<file path="src/sv/ufcr_pkg.sv">
// Package for the UART frame command responder.
// Holds frame constants, result codes and the result record type.
// No dependencies.
package ufcr_pkg;

  localparam logic [7:0] START_BYTE   = 8'hFE;
  localparam logic [7:0] STOP_GOOD    = 8'h01;
  localparam logic [7:0] MODE_READ    = 8'h01;
  localparam logic [7:0] MODE_WRITE   = 8'h02;
  localparam logic [2:0] HEADER_LAST  = 3'd6;

  localparam logic [7:0] ACK_RESET    = 8'h0F;
  localparam logic [7:0] NACK_RESET   = 8'hF0;

  localparam int CFG_IDX_W = 2;
  localparam logic [CFG_IDX_W-1:0] REG_BOARD_ID  = 2'd0;
  localparam logic [CFG_IDX_W-1:0] REG_ACK_CODE  = 2'd1;
  localparam logic [CFG_IDX_W-1:0] REG_NACK_CODE = 2'd2;

  localparam logic [1:0] KIND_HOST    = 2'd0;
  localparam logic [1:0] KIND_DEVICE  = 2'd1;
  localparam logic [1:0] KIND_VERDICT = 2'd2;

  typedef struct packed {
    logic [1:0] kind;
    logic [7:0] out_byte;
    logic       device_sel;
    logic       commit;
    logic       last;
  } res_t;

endpackage

</file>
<file path="src/sv/uart_frame_command_responder.sv">
// Top level of the UART frame command responder: header check, payload relay and replies.
// Depends on ufcr_pkg for constants and the result record.
//
//  channel | direction | tdata (low bit up)                       | tuser       | tlast
//  in_     | slave     | rx_byte[7:0], adc_sample[15:8], zero pad  | mode        | -
//  out_    | master    | out_byte[7:0], device_sel[8], commit[9]   | kind        | last
//  cfg_    | slave     | cfg_index selects register, cfg_data     | -           | -
//
// Each accepted item is decoded in the cycle of its transfer and its results (none, one or two)
// are written into a four-entry result queue, so one item is taken every cycle while the queue has room.
// The input is ready while the queue holds two results or fewer; a stop byte of a write
// frame puts two results in, and output stalls back up through the queue.
// Reset (rst_n low, synchronous) returns to hunting and restores register defaults.
module uart_frame_command_responder (
  input  logic                           clk,
  input  logic                           rst_n,
  input  logic                           in_tvalid,
  output logic                           in_tready,
  input  logic [23:0]                    in_tdata,   // rx_byte, adc_sample, zero pad
  input  logic                           in_tuser,   // mode
  output logic                           out_tvalid,
  input  logic                           out_tready,
  output logic [15:0]                    out_tdata,  // out_byte, device_sel, commit, zero pad
  output logic [1:0]                     out_tuser,  // kind
  output logic                           out_tlast,
  input  logic                           cfg_valid,
  output logic                           cfg_ready,
  input  logic [ufcr_pkg::CFG_IDX_W-1:0] cfg_index,
  input  logic [7:0]                     cfg_data
);
  import ufcr_pkg::*;

  typedef enum logic [1:0] {
    PH_HUNT,
    PH_HEADER,
    PH_PAYLOAD,
    PH_STOP
  } phase_t;

  phase_t      phase_r, phase_nxt;
  logic [2:0]  hdr_idx_r, hdr_idx_nxt;
  logic [7:0]  frame_id_r, frame_id_nxt;
  logic [7:0]  frame_len_r, frame_len_nxt;
  logic [7:0]  pend_mode_r, pend_mode_nxt;
  logic        read_dir_r, read_dir_nxt;
  logic [7:0]  pay_cnt_r, pay_cnt_nxt;

  logic [5:0]  board_id_r;
  logic [7:0]  ack_code_r;
  logic [7:0]  nack_code_r;

  res_t        queue_r [4];
  logic [1:0]  wr_ptr_r, rd_ptr_r;
  logic [2:0]  count_r;

  res_t        res0, res1;
  logic [1:0]  n_res;
  logic        in_xfer, out_xfer;
  logic [7:0]  rx_b, smp_b;
  logic        dev_frame, good_stop, hdr_ok;
  logic [7:0]  pay_inc;

  assign in_tready  = (count_r <= 3'd2);
  assign in_xfer    = in_tvalid && in_tready;
  assign out_tvalid = (count_r != 3'd0);
  assign out_xfer   = out_tvalid && out_tready;
  assign cfg_ready  = 1'b1;

  assign out_tdata  = {6'd0, queue_r[rd_ptr_r].commit, queue_r[rd_ptr_r].device_sel,
                       queue_r[rd_ptr_r].out_byte};
  assign out_tuser  = queue_r[rd_ptr_r].kind;
  assign out_tlast  = queue_r[rd_ptr_r].last;

  assign rx_b      = in_tdata[7:0];
  assign smp_b     = in_tdata[15:8];
  assign dev_frame = (frame_id_r[1:0] != 2'd0);
  assign good_stop = (rx_b == STOP_GOOD);
  assign pay_inc   = pay_cnt_r + 8'd1;
  assign hdr_ok    = (frame_id_r[7:2] == board_id_r) &&
                     ((pend_mode_r == MODE_READ) || (pend_mode_r == MODE_WRITE));

  always_comb begin
    phase_nxt     = phase_r;
    hdr_idx_nxt   = hdr_idx_r;
    frame_id_nxt  = frame_id_r;
    frame_len_nxt = frame_len_r;
    pend_mode_nxt = pend_mode_r;
    read_dir_nxt  = read_dir_r;
    pay_cnt_nxt   = pay_cnt_r;
    n_res         = 2'd0;
    res0          = '{kind: KIND_HOST, out_byte: 8'd0, device_sel: 1'b0, commit: 1'b0,
                      last: 1'b1};
    res1          = '{kind: KIND_VERDICT, out_byte: 8'd0, device_sel: dev_frame,
                      commit: good_stop, last: 1'b1};
    if (in_tuser) begin
      if (phase_r == PH_PAYLOAD && read_dir_r) begin
        n_res         = 2'd1;
        res0.out_byte = smp_b;
        pay_cnt_nxt   = pay_inc;
        if (pay_inc == frame_len_r) begin
          phase_nxt = PH_STOP;
        end
      end
    end else begin
      unique case (phase_r)
        PH_HEADER: begin
          if (hdr_idx_r == 3'd0) begin
            frame_id_nxt = rx_b;
          end
          if (hdr_idx_r == 3'd1) begin
            frame_len_nxt = rx_b;
          end
          if (hdr_idx_r == 3'd2) begin
            pend_mode_nxt = rx_b;
          end
          hdr_idx_nxt = hdr_idx_r + 3'd1;
          if (hdr_idx_r == HEADER_LAST) begin
            hdr_idx_nxt = 3'd0;
            n_res       = 2'd1;
            if (!hdr_ok) begin
              phase_nxt     = PH_HUNT;
              res0.out_byte = nack_code_r;
            end else begin
              read_dir_nxt  = (pend_mode_r == MODE_READ);
              pay_cnt_nxt   = 8'd0;
              phase_nxt     = (frame_len_r == 8'd0) ? PH_STOP : PH_PAYLOAD;
              res0.out_byte = ack_code_r;
            end
          end
        end
        PH_PAYLOAD: begin
          if (!read_dir_r) begin
            n_res           = 2'd1;
            res0.kind       = KIND_DEVICE;
            res0.out_byte   = rx_b;
            res0.device_sel = dev_frame;
            pay_cnt_nxt     = pay_inc;
            if (pay_inc == frame_len_r) begin
              phase_nxt = PH_STOP;
            end
          end
        end
        PH_STOP: begin
          phase_nxt     = PH_HUNT;
          res0.out_byte = good_stop ? ack_code_r : nack_code_r;
          if (read_dir_r) begin
            n_res = 2'd1;
          end else begin
            n_res     = 2'd2;
            res0.last = 1'b0;
          end
        end
        PH_HUNT: begin
          if (rx_b == START_BYTE) begin
            phase_nxt   = PH_HEADER;
            hdr_idx_nxt = 3'd0;
          end
        end
        default: phase_nxt = PH_HUNT;
      endcase
    end
  end

  always_ff @(posedge clk) begin
    if (!rst_n) begin
      phase_r     <= PH_HUNT;
      hdr_idx_r   <= 3'd0;
      frame_id_r  <= 8'd0;
      frame_len_r <= 8'd0;
      pend_mode_r <= 8'd0;
      read_dir_r  <= 1'b0;
      pay_cnt_r   <= 8'd0;
      board_id_r  <= 6'd0;
      ack_code_r  <= ACK_RESET;
      nack_code_r <= NACK_RESET;
      wr_ptr_r    <= 2'd0;
      rd_ptr_r    <= 2'd0;
      count_r     <= 3'd0;
    end else begin
      if (in_xfer) begin
        phase_r     <= phase_nxt;
        hdr_idx_r   <= hdr_idx_nxt;
        frame_id_r  <= frame_id_nxt;
        frame_len_r <= frame_len_nxt;
        pend_mode_r <= pend_mode_nxt;
        read_dir_r  <= read_dir_nxt;
        pay_cnt_r   <= pay_cnt_nxt;
        wr_ptr_r    <= wr_ptr_r + n_res;
      end
      if (out_xfer) begin
        rd_ptr_r <= rd_ptr_r + 2'd1;
      end
      count_r <= count_r + (in_xfer ? {1'b0, n_res} : 3'd0) - {2'd0, out_xfer};
      if (cfg_valid && cfg_ready) begin
        priority case (cfg_index)
          REG_BOARD_ID:  board_id_r  <= cfg_data[5:0];
          REG_ACK_CODE:  ack_code_r  <= cfg_data;
          REG_NACK_CODE: nack_code_r <= cfg_data;
          default: ;
        endcase
      end
    end
  end

  always_ff @(posedge clk) begin
    if (in_xfer && n_res != 2'd0) begin
      queue_r[wr_ptr_r] <= res0;
    end
    if (in_xfer && n_res == 2'd2) begin
      queue_r[wr_ptr_r + 2'd1] <= res1;
    end
  end

endmodule
</file>
<file path="config.mk">
export PLATFORM = sky130hd
export DESIGN_NAME = uart_frame_command_responder
export DESIGN_NICKNAME = d
export VERILOG_FILES = /design/src/sv/ufcr_pkg.sv /design/src/sv/uart_frame_command_responder.sv
export SDC_FILE = /design/constraint.sdc
export NUM_CORES = 1
export LEC_CHECK = 0
export BUFFER_PORTS_ARGS = -buffer_cell sky130_fd_sc_hd__buf_2
export CAP_MARGIN = 20
export CORE_ASPECT_RATIO = 1.75
export CORE_MARGIN = 2
export CORE_UTILIZATION = 55
export DETAILED_ROUTE_END_ITERATION = 8
export GPL_TIMING_DRIVEN = 0
export PLACE_DENSITY = 0.77
export SYNTH_ARGS = -nofsm -noshare
export SYNTH_HDL_FRONTEND = slang
export SYNTH_SLANG_ARGS = --single-unit
</file>
<file path="constraint.sdc">
create_clock -name clk -period 7.09 [get_ports clk]
set_input_delay 1.418 -clock clk [delete_from_list [all_inputs] [get_ports clk]]
set_output_delay 1.418 -clock clk [all_outputs]
set_load 0.02 [all_outputs]
</file>
# Yosys cells after proc, flatten, opt, wreduce, memory -nomap -nowiden
# Memories as Yosys holds them, arrays and structs flattened. A register that Yosys moved wholly into a read port is not among the register bits.
# Cells that the tools add are included.
# word_totals
word_cells	115
memories	1
out_inout_bits	22
ramBits	52
input_bits	40
register_bits	67
# classes
n_eq_ne	21
reduce_logical	26
n_bitwise	1
n_lt_le_gt_ge	1
muxes	45
addsub	7
# mem_list
name	depth	word_bits	read_ports	rd_clocked_by_memory_dff	wr	line	source
queue_r	4	13	1	1	2	uart_frame_command_responder.sv:52	res_t queue_r [4];
# ops
op	n
$mux 8	10
$mux 2	14
$pmux 8 s3	1
$eq 8x1->1 const B	2
$pmux 8 s2	1
$reduce_and 4->1	4
$mux 1	13
$ne 3x3->1 const B	4
$mux 10	1
$reduce_and 5->1	2
$add 8x1->8 const B	1
$eq 2x2->1 const B	4
$eq 8x2->1 const B	1
$eq 8x8->1	1
$eq 8x8->1 const B	1
$logic_not 8->1	1
$pmux 2 s4	1
$eq 6x6->1	1
$logic_and 1x1->1	6
$mux 3	2
$pmux 2 s3	1
$pmux 3 s2	1
$reduce_and 2->1	3
$reduce_and 6->1	1
18 further kinds	24

# Logic depth before layout (Yosys ltp)
# Gate-level depths: netlist (run 1).
# depth
word_depth	8
mapped_depth	13
ltp_nobuf	12

# Least setup slack after synthesis (run 1)
# No wires, ideal clock.
# synth_path
kind	in2reg
start	input in_tuser
end	register count_r[2]
setup_time_ns	0.128
required_time_ns	6.962
arrival_time_ns	3.291
path_buffers	1
cell_stages	12
setup_slack_ns	3.672
cell_sequence	clkbuf_1 > and2_1 > nand2_2 > o21ai_0 > nand3_1 > ha_1 > inv_1 > ha_1 > fa_1 > xor2_1 > xnor2_1 > nor2_1
# synth_between
elab_chain_cells	4
# synth_lines
element	line	source
start: declaration	uart_frame_command_responder.sv:20	input logic in_tuser,
$mux 2	uart_frame_command_responder.sv:95	if (in_tuser) begin
$mux 2	uart_frame_command_responder.sv:193	count_r <= count_r + (in_xfer ? {1'b0, n_res} : 3'd0) - {2'd0, out_xfer};
$add 3x2->3	uart_frame_command_responder.sv:193	
$sub 3x1->3	uart_frame_command_responder.sv:193	
end signal: assignment	uart_frame_command_responder.sv:193	
end: declaration	uart_frame_command_responder.sv:54	logic [2:0] count_r;
# Every way passes these cells.
# A chain may end at the register's enable or synchronous reset.

# Final worst setup path (run 1)
# Ends and elaborated chain as after synthesis.

==> results of run 1 <==
[flip-flops by register name (all words and copies together), names as in the netlist, named ones only]
signal and count:
queue_r 52, ack_code_r 8, frame_id_r 8, frame_len_r 8
nack_code_r 8, pay_cnt_r 8, pend_mode_r 8, board_id_r 6
count_r 3, hdr_idx_r 3, phase_r 2, rd_ptr_r 2
wr_ptr_r 2, read_dir_r 1
[area by class of cell]
| cell class | count | area [um^2] |
|---|---|---|
| fillers | 945 | 3880 |
| multi-input cells | 500 | 3440 |
| flip-flops and latches | 121 | 2500 |
| clock buffers | 23 | 499 |
| plain buffers | 53 | 256 |
| repair buffers | 45 | 225 |
| well taps | 132 | 165 |
| clock inverters | 7 | 90.1 |
| inverters | 12 | 45.0 |
[layout by cell type, fill, tap and decap left out, types with 16 or more instances in the layout]
cell type	synthesis	final
o31ai_1	24	24
mux2i_1	35	35
buf_2	9	54
nand2b_1	16	16
clkbuf_16	0	18
nor2_1	56	56
o21ai_0	21	21
nand2_1	61	61
dfxtp_1	113	113
nand4_1	17	17
nand3_1	47	47
a21oi_1	39	39
clkbuf_1	31	33
[report_power, final]
part / internal [mW] / total [mW] / switching, mW / leakage (nW)
logic: 0.124 / 0.305 / 0.181 / 1.50
clock network: 0.560 / 0.858 / 0.299 / 0.286
registers: 0.714 / 0.741 / 0.0265 / 0.979
total: 1.40 / 1.90 / 0.506 / 2.76
[worst max-delay path: cells and delay by family]
| family | cells | cell delay [ns] |
|---|---|---|
| adder cells (fa/ha/maj) | 3 | 0.84 |
| XOR/XNOR | 2 | 0.34 |
| AO/OA/AOI/OAI | 1 | 0.33 |
| buffers and inverters | 4 | 0.66 |
| AND/OR/NAND/NOR | 2 | 0.18 |
[metrics by stage]
step           worst slack [ns]  cells  utilization  area [um^2]
6_report                   3.59    893        0.651         7230
5_1_grt                    3.40    893        0.651         7230
4_1_cts                    3.57    893        0.651         7230
3_5_place_dp               3.14    863        0.598         6640
3_3_place_gp               3.18    863        0.598         6640
2_1_floorplan              3.67    686            -         6250
[routing by layer]
layer  vias up  global-route usage  part of all wire
met2       270               0.535              0.54
met4         0               0.160             0.043
met1      2585               0.292              0.36
li1       2609                   -                 -
met5         -                   0                 0
met3        82              0.0545             0.057
[cell families (layout without fill, tap and decap cells)]
group,after synthesis,count (layout),share of synthesized area
other cells,2,7,0.00121
compound gates,147,147,0.175
xor+xnor,19,19,0.0267
fa+ha+maj,6,6,0.0133
buf+inv,65,140,0.0484
flops,121,121,0.402
simple gates,272,272,0.228
mux,49,49,0.105
[worst paths after layout]
check | startpoint | end | slack [ns]
setup / recovery | in_tuser | count_r[2] | 3.59
hold / removal | queue_r[1][12] | queue_r[1][12] | 0.46
setup reg to reg | read_dir_r | count_r[2] | 4.10
hold reg to reg | queue_r[1][12] | queue_r[1][12] | 0.46
==> summary.md, run 1 <==
| Metric | Value |
|---|---|
| Status | finished clean |
| Synth cell count leaders | dfxtp_1 (113), nand2_1 (61), nor2_1 (56) |
| Post-synth EDFFs | 8 |
| Top-Level Pins | slightly above 60 |
| Fin crit share | 0.494 |
| Min Hold Slack | roughly 0.46 ns |
| CTS Buf Count | 17 |
| Die height | 145 um |
| Setup CP Type | input pin to flip-flop |
| Worst r2r path cells | 13 |
| Die Wd | 84.4 um |
| Synth warn | 0 |
| All-Layer GR Usage | 0.285 |
| Routed Antenna Nets | 0 |
| Worst vdd ir | between 150 and 200 uV |
| DRC viols | 0 |
| CP Data Required Time | around 7.4 ns |
| Clock transition at path regs | approximately 0.050 ns |
| Worst Setup End Kind | flip-flop |
| Min cycle time layout | ~3.5 ns |
| Worst min path class | flip-flop to flip-flop |
| Root Driver | clkbuf_16 |
| Startpoint Class | input pin |
| CTS tree | built |
| Fmax | 286 MHz |
| Area grow syn2layout | 16.0% |
| # Post-CTS Setup Buffers | 0 |
| PortBufs | 45 |
| Syn Inst Count | 681 |
| Clock skew | approximately 0.0035 ns |
| Final Hold Vio Count | 0 |
| Distinct cells, synth | between 70 and 80 |
| Core region area | 0.0111 mm^2 |
| Net count, final | ~800 |
| CP max FO | 10 |
| Clk buf depth | 2 |
| Max-cap violations | 0 |
| # rows | approximately 50 |
| Primary FF master, synth | dfxtp_1 |
| PD cells | 263 mW/mm^2 |
| Initial antenna violation count | 0 |
| DR vias/cell | 6.21 |
| DIE AREA | about 0.012 mm^2 |
| RSZ-0062 raised after global routing | false |
| Sequential cell area fraction in the yosys report | 0.402 |
| Dominant cell type by area after synthesis | dfxtp_1 |
| Crit path cell chain | buf_2 > clkbuf_1 > clkbuf_1 > o21ai_0 > nand3_1 > ha_1 > inv_1 > ha_1 > fa_1 > xor2_1 > xnor2_1 > nor2_1 |
| Worst rel slew slack | 0.376 |
| Slowest CP cell | fa_1 |
| CTS Sinks | about 120 |
| Vias | ~5500 |
| Worst skew pair latency | between 0.4 and 0.5 ns |
| Synth top area share | 0.363 |
| DR WL/cell | approximately 19 um |
| Number of global-route vias before repair | about 5500 |
| Flops & latches, synth | between 100 and 150 |
| Hold depth | 2 |
| Post-Route WL | ~17000 um |
| Most common cell in the netlist | dfxtp_1 |
| First-iteration detailed-routing DRC count | between 300 and 400 |
| Endpoints failing setup | 0 |
| Detailed Routing Iterations Pass 1 | 6 |
| ANT cells | 0 |
| Leakage | between 2 and 3 nW |
| FFs w/ async S/R, synth | 0 |
| RePlAce Congestion | around 0.90 |
| First-pass GRT wire length | 27200 um |
| Tot Pwr | between 1.5 and 2 mW |
| PostCTS Resize Cnt | 0 |
| H-tree depth | 4 |
| Total negative slack | 0 ns |
| Initial Util | 0.561 |
| Dominant cells by area after synthesis | dfxtp_1 (36%), mux2i_1 (5.6%), mux4_2 (4.7%), edfxtp_1 (3.9%), nand3_1 (3.8%) |
| Total grt overflow | 0 |
| Pin count of the biggest net entering global routing | 17 |
| Hpwl dp | ~13000 um |
| WP data arrival | around 3.8 ns |
| Worst path max stage delay | about 0.38 ns |
| Synth Area per Inst | between 9 and 10 um^2 |
| Tightest Pin Transition | a little over 0.9 ns |
| Slew Viols, Final | 0 |
| # hold bufs at CTS | 0 |
| Area of the mapped netlist | between 0.006 and 0.007 mm^2 |
| Share of layout cells above drive strength 1 | 0.179 |
(Power assumes the default switching activity.)
==> run 2: changes to the inputs <==
- CORE_UTILIZATION: 55 -> 54
- PLACE_DENSITY: 0.77 -> 0.79
- clock period: 7.09 -> 3.14 ns (I/O delays scaled with it)
==> summary.md, run 2 (same netlist as run 1, synthesis figures left out) <==
| Metric | Value |
|---|---|
| Status | finished clean (unchanged) |
| Met3 usage in global routing | 0.0616 (was 0.0545) |
| GRT busiest layer | met2 (unchanged) |
| Final Hold Vio Count | 0 (unchanged) |
| Fmax | around 340 MHz |
| Max-cap violations | 0 (unchanged) |
| Clock transition at path regs | 0.06 ns (was 0.05 ns) |
| CTS Sinks | 121 (unchanged) |
| # fillers | 913 (was 945) |
| Max reg flops | 52 (unchanged) |
| Area grow syn2layout | 15.4% (was 16.0%) |
| RePlAce Congestion | 0.915 (was 0.903) |
| CP max FO | 10 (unchanged) |
| Pin count of the biggest net entering global routing | 17 (unchanged) |
| All-Layer GR Usage | 0.281 (was 0.285) |
| Endpoints failing setup | 0 (unchanged) |
| Most flop-heavy register | queue_r (unchanged) |
| Share of layout cells above drive strength 1 | 0.183 (was 0.179) |
| Top Family by Delay on Critical Path | adder cells (unchanged) |
| WP data arrival | 3.23 ns (was 3.78 ns) |
| Worst skew pair latency | 0.42 ns (about the same) |
| Total negative slack | 0 ns (unchanged) |
| # Post-CTS Setup Buffers | 0 (unchanged) |
| Hold depth | 2 (unchanged) |
| CP Data Required Time | 3.43 ns (was 7.37 ns) |
| Tightest Pin Transition | 0.985 ns (was 0.929 ns) |
| H-tree depth | 4 (unchanged) |
| Startpoint Class | flip-flop (was input pin) |
| Hpwl dp | 12700 um (was 12600 um) |
| Tot Pwr | 4.19 mW (was 1.90 mW) |
| Initial Util | 0.558 (was 0.561) |
| Slowest CP cell | dfxtp_1 (was fa_1) |
| Routed Antenna Nets | 0 (unchanged) |
| WP buf/inv | 3 (was 4) |
| Final cell count without fillers | 893 (unchanged) |
| Slew Viols, Final | 0 (unchanged) |
| CP dominant cell by count | ha_1 |
| Most common cell after layout, fill and taps aside | dfxtp_1 (unchanged) |
| CTS tree | built (unchanged) |
| Clock skew | 0.00701 ns (was 0.00352 ns) |
| Clk buf depth | 2 (unchanged) |
| # hold bufs at CTS | 0 (unchanged) |
| Met1 Track Usage GR | 0.284 (was 0.292) |
| Root Driver | clkbuf_16 (unchanged) |
| Worst rel slew slack | 0.338 (was 0.376) |
| Worst min path class | flip-flop to flip-flop (unchanged) |
| Total grt overflow | 0 (unchanged) |
| DRC viols | 0 (unchanged) |
| PD cells | 583 mW/mm^2 (was 263 mW/mm^2) |
| PortBufs | 45 (unchanged) |
| RSZ-0062 raised after global routing | false (unchanged) |
| Vias | 5638 (was 5546) |
| Met2 Use GR | 0.511 (was 0.535) |
| Crit path cell chain | buf_4 > clkbuf_1 > mux2i_1 > o21ai_0 > nand3_1 > ha_1 > inv_1 > ha_1 > fa_1 > xor2_1 > xnor2_1 > nor2_1 (was buf_2 > clkbuf_1 > clkbuf_1 > o21ai_0 > nand3_1 > ha_1 > inv_1 > ha_1 > fa_1 > xor2_1 > xnor2_1 > nor2_1) |
| Initial antenna violation count | 0 (unchanged) |
| Register area | 0.00250 mm^2 (unchanged) |
| Fin crit share | 0.937 |
| Net count, final | 795 (was 796) |
| Min Hold Slack | 0.458 ns (was 0.464 ns) |
| Leakage | 2.74 nW (was 2.76 nW) |
| Worst path max stage delay | 0.37 ns (was 0.38 ns) |
| DR vias/cell | 6.31 (was 6.21) |
| Worst r2r path cells | 12 (was 13) |
| First-iteration detailed-routing DRC count | 329 (was 311) |
| # rows | 51 (unchanged) |
| First-pass GRT wire length | 27500 um (was 27200 um) |
| Core region area | 0.0112 mm^2 (was 0.0111 mm^2) |
| Detailed Routing Iterations Pass 1 | 6 (unchanged) |
| Multi-input logic area | 0.00344 mm^2 (unchanged) |
| Number of global-route vias before repair | 5703 (was 5503) |
| ANT cells | 0 (unchanged) |
| Worst vdd ir | 697 uV (was 194 uV) |
| Commonest cells after routing, fill and taps aside | dfxtp_1 (113), nand2_1 (61), nor2_1 (56), buf_2 (54), nand3_1 (47) (unchanged) |
| Post-Route WL | 17300 um (was 17100 um) |
| DR WL/cell | 19.4 um (was 19.1 um) |
| Die height | 146 um (was 145 um) |
| PostCTS Resize Cnt | 0 (unchanged) |
| Worst Setup End Kind | flip-flop (unchanged) |
| Min cycle time layout | 2.94 ns |
| DIE AREA | 0.0124 mm^2 (was 0.0122 mm^2) |
| Dpl cells | 863 (unchanged) |
| Top-Level Pins | 62 (unchanged) |
| CTS Buf Count | 17 (unchanged) |
| Setup CP Type | flip-flop to flip-flop (was input pin to flip-flop) |
| Die Wd | 85.2 um (was 84.4 um) |
| WP depth | 12 (unchanged) |
run 2: stage by stage:
step	worst slack, ns	util	area [um^2]
after global placement	0.0379	0.594	6640
after detailed placement	-0.0379	0.594	6640
after floorplan	0.512	-	6250
final	0.198	0.643	7180
after CTS	0.139	0.644	7190
after global routing	0.0213	0.643	7180
run 2: metal layers:
metal | vias up | wire, um
li1 | 2624 | -
met1 | 2688 | 6330
met2 | 242 | 9210
met3 | 84 | 932
met4 | 0 | 830
met5 | - | 0
run 2: layout make-up:
cell class / instances / area share
inverter: 12 / 0.00627
tap: 132 / 0.0230
sequential: 121 / 0.348
clock inverter: 14 / 0.0176
buffer: 52 / 0.0352
timing repair buffer: 45 / 0.0313
clock buffer: 17 / 0.0592
multi-input combinational: 500 / 0.479
run 2: report_power, final:
part | internal, mW | switching, mW | total, mW
combinational | 0.279 | 0.407 | 0.685
clock | 1.08 | 0.741 | 1.82
sequential | 1.61 | 0.0640 | 1.68
total | 2.97 | 1.21 | 4.19
run 2: worst min-delay path, cell delays in order, from the launching register on:
cell and delay (ns):
dfxtp_1 0.30, nand3_1 0.06, nand2_1 0.05
run 2: final timing paths:
| check | from | end | slack, ns |
|---|---|---|---|
| worst min register to register | queue_r[1][11] | queue_r[1][11] | 0.46 |
| worst min-delay path | queue_r[1][11] | queue_r[1][11] | 0.46 |
| worst max-delay path | phase_r[0] | count_r[2] | 0.20 |
| worst max register to register | phase_r[0] | count_r[2] | 0.20 |
==> run 3: changes to the inputs <==
- ABC_AREA: not set -> 1
- CORE_UTILIZATION: 54 -> 53
- PLACE_DENSITY: 0.79 -> 0.78
==> summary.md, run 3 <==
| Metric | Value |
|---|---|
| Status | finished clean (unchanged) |
| Number of global-route vias before repair | 5992 (was 5703) |
| Final cell count without fillers | 1096 (was 893) |
| Post-synth EDFFs | 8 (unchanged) |
| Core region area | 0.0112 mm^2 (unchanged) |
| Final Hold Vio Count | 0 (unchanged) |
| CTS Buf Count | 17 (unchanged) |
| Die height | 146 um (about the same) |
| Dominant cell type by area after synthesis | dfxtp_1 (unchanged) |
| Worst skew pair latency | 0.43 ns (was 0.42 ns) |
| Fin crit share | 0.883 (was 0.937) |
| Min Hold Slack | 0.448 ns (was 0.458 ns) |
| Area grow syn2layout | 17.0% (was 15.4%) |
| DR vias/cell | 5.52 (was 6.31) |
| H-tree depth | 4 (unchanged) |
| Pin count of the biggest net entering global routing | 17 (unchanged) |
| Min cycle time layout | 2.77 ns (was 2.94 ns) |
| Most flop-heavy register | queue_r (unchanged) |
| Fmax | 361 MHz (was 340 MHz) |
| PD cells | 655 mW/mm^2 (was 583 mW/mm^2) |
| Startpoint Class | flip-flop (unchanged) |
| Dpl cell area | 0.00649 mm^2 (was 0.00664 mm^2) |
| Share of layout cells above drive strength 1 | 0.140 (was 0.183) |
| Tot Pwr | 4.66 mW (was 4.19 mW) |
| Primary FF master, synth | dfxtp_1 (unchanged) |
| Routed Antenna Nets | 0 (unchanged) |
| Hpwl dp | 12200 um (was 12700 um) |
| Fin area | 0.00712 mm^2 (was 0.00718 mm^2) |
| PostCTS Resize Cnt | 0 (unchanged) |
| Vias | 6046 (was 5638) |
| # rows | 51 (unchanged) |
| Total negative slack | 0 ns (unchanged) |
| Synth top area share | 0.372 (was 0.363) |
| Worst rel slew slack | 0.491 (was 0.338) |
| First-pass GRT wire length | 27700 um (was 27500 um) |
| Synth Area per Inst | 6.89 um^2 (was 9.14 um^2) |
| DRC viols | 0 (unchanged) |
| Dominant cells by area after synthesis | dfxtp_1 (37%), nand2_1 (15%), nand3_1 (7.0%), o21ai_0 (6.5%), inv_1 (5.4%) (was dfxtp_1 (36%), mux2i_1 (5.6%), mux4_2 (4.7%), edfxtp_1 (3.9%), nand3_1 (3.8%)) |
| Sequential cell area fraction in the yosys report | 0.411 (was 0.402) |
| Detailed Routing Iterations Pass 1 | 5 (was 6) |
| Flops & latches, synth | 121 (unchanged) |
| Clock transition at path regs | 0.06 ns (about the same) |
| Hold path start | queue_r[1][12] (was queue_r[1][11]) |
| DR WL/cell | 15.4 um (was 19.4 um) |
| Top-Level Pins | 62 (unchanged) |
| Commonest cells after routing, fill and taps aside | nand2_1 (244), dfxtp_1 (113), inv_1 (88), nand3_1 (85), o21ai_0 (79) (was dfxtp_1 (113), nand2_1 (61), nor2_1 (56), buf_2 (54), nand3_1 (47)) |
| Max reg flops | 52 (unchanged) |
| Root Driver | clkbuf_16 (unchanged) |
| CTS Sinks | 121 (unchanged) |
| Max-cap violations | 0 (unchanged) |
| Most common cell after layout, fill and taps aside | nand2_1 (was dfxtp_1) |
| ANT cells | 0 (unchanged) |
| FF-to-FF Start | phase_r[1] (was phase_r[0]) |
| Leakage | 3.36 nW (was 2.74 nW) |
| RSZ-0062 raised after global routing | false (unchanged) |
| Initial Util | 0.545 (was 0.558) |
| All-Layer GR Usage | 0.281 (about the same) |
| Worst min path class | flip-flop to flip-flop (unchanged) |
| Net count, final | 997 (was 795) |
| First-iteration detailed-routing DRC count | 455 (was 329) |
| Post-Route WL | 16900 um (was 17300 um) |
| CTS tree | built (unchanged) |
| CP max FO | 10 (unchanged) |
| Worst vdd ir | 432 uV (was 697 uV) |
| Synth warn | 0 (unchanged) |
| Syn Inst Count | 883 (was 681) |
| FFs w/ async S/R, synth | 0 (unchanged) |
| DIE AREA | 0.0124 mm^2 (about the same) |
| Setup CP Type | flip-flop to primary output (was flip-flop to flip-flop) |
| Clock skew | 0.00869 ns (was 0.00701 ns) |
| Most common cell in the netlist | nand2_1 (was dfxtp_1) |
| Tightest Pin Transition | 0.760 ns (was 0.985 ns) |
| Dpl cells | 1064 (was 863) |
| Worst Setup End Kind | primary output (was flip-flop) |
| CP Data Required Time | 2.51 ns (was 3.43 ns) |
| Clk buf depth | 2 (unchanged) |
| WP data arrival | 2.14 ns (was 3.23 ns) |
| Slew Viols, Final | 0 (unchanged) |
| Die Wd | 85.0 um (was 85.2 um) |
| Initial antenna violation count | 0 (unchanged) |
| Endpoints failing setup | 0 (unchanged) |
| PortBufs | 44 (was 45) |
| # hold bufs at CTS | 0 (unchanged) |
| Total grt overflow | 0 (unchanged) |
| RePlAce Congestion | 0.922 (was 0.915) |
| Distinct cells, synth | 36 (was 71) |
| Synth cell count leaders | nand2_1 (244), dfxtp_1 (113), inv_1 (88) (was dfxtp_1 (113), nand2_1 (61), nor2_1 (56)) |
| Area of the mapped netlist | 0.00609 mm^2 (was 0.00623 mm^2) |
| # Post-CTS Setup Buffers | 0 (unchanged) |
run 3: worst max-delay path: stages (launching register included):
cell,delay (ns)
dfxtp_1,0.29
clkbuf_1,0.20
inv_1,0.25
clkbuf_1,0.45
o21ai_0,0.15
o22ai_1,0.17
buf_2,0.20
run 3: area by class of cell:
cell class	instances	area, um^2
Fill cell	1009	4050
Sequential cell	121	2500
Tap cell	132	165
Inverter	103	387
Multi-Input combinational cell	631	3020
Buffer	33	199
Clock buffer	19	464
Clock inverter	13	166
Timing Repair Buffer	44	220
run 3: kinds of logic (layout without fill, tap and decap cells):
logic type	Yosys count	in the layout	synth area share
AOI/OAI and AO/OA	162	162	0.143
xor gates and xnor gates	6	6	0.00863
DFF	121	121	0.411
buffers and inverters	136	212	0.0962
other	2	7	0.00123
and+or+nand+nor	450	450	0.326
adders and majority gates	6	6	0.0136
run 3: routing by layer:
metal | vias to the layer above | part of all wire | global-route usage | wire [um]
met3 | 62 | 0.054 | 0.0516 | 914
li1 | 3003 | - | - | -
met1 | 2743 | 0.35 | 0.284 | 5990
met4 | 0 | 0.050 | 0.168 | 841
met5 | - | 0 | 0 | 0
met2 | 238 | 0.54 | 0.517 | 9130
run 3: final timing paths:
kind | end | slack (ns) | cells past startpoint
max | out_tuser[0] | 0.37 | 6
min | queue_r[1][12] | 0.45 | 2
max reg2reg | count_r[2] | 0.56 | 12
min reg2reg | queue_r[1][12] | 0.45 | 2
run 3: stage by stage:
stage                     setup slack, ns  utilization
after floorplan                     0.667            -
after global placement              0.535        0.581
after detailed placement            0.468        0.581
after CTS                           0.377        0.638
after global routing                0.207        0.638
final                               0.369        0.638
run 3: power by group:
group          internal [mW]  leakage, nW  switching (mW)
Combinational          0.286         2.08           0.617
Clock                   1.32        0.297           0.736
Sequential              1.64        0.991          0.0609
Total                   3.25         3.36            1.41
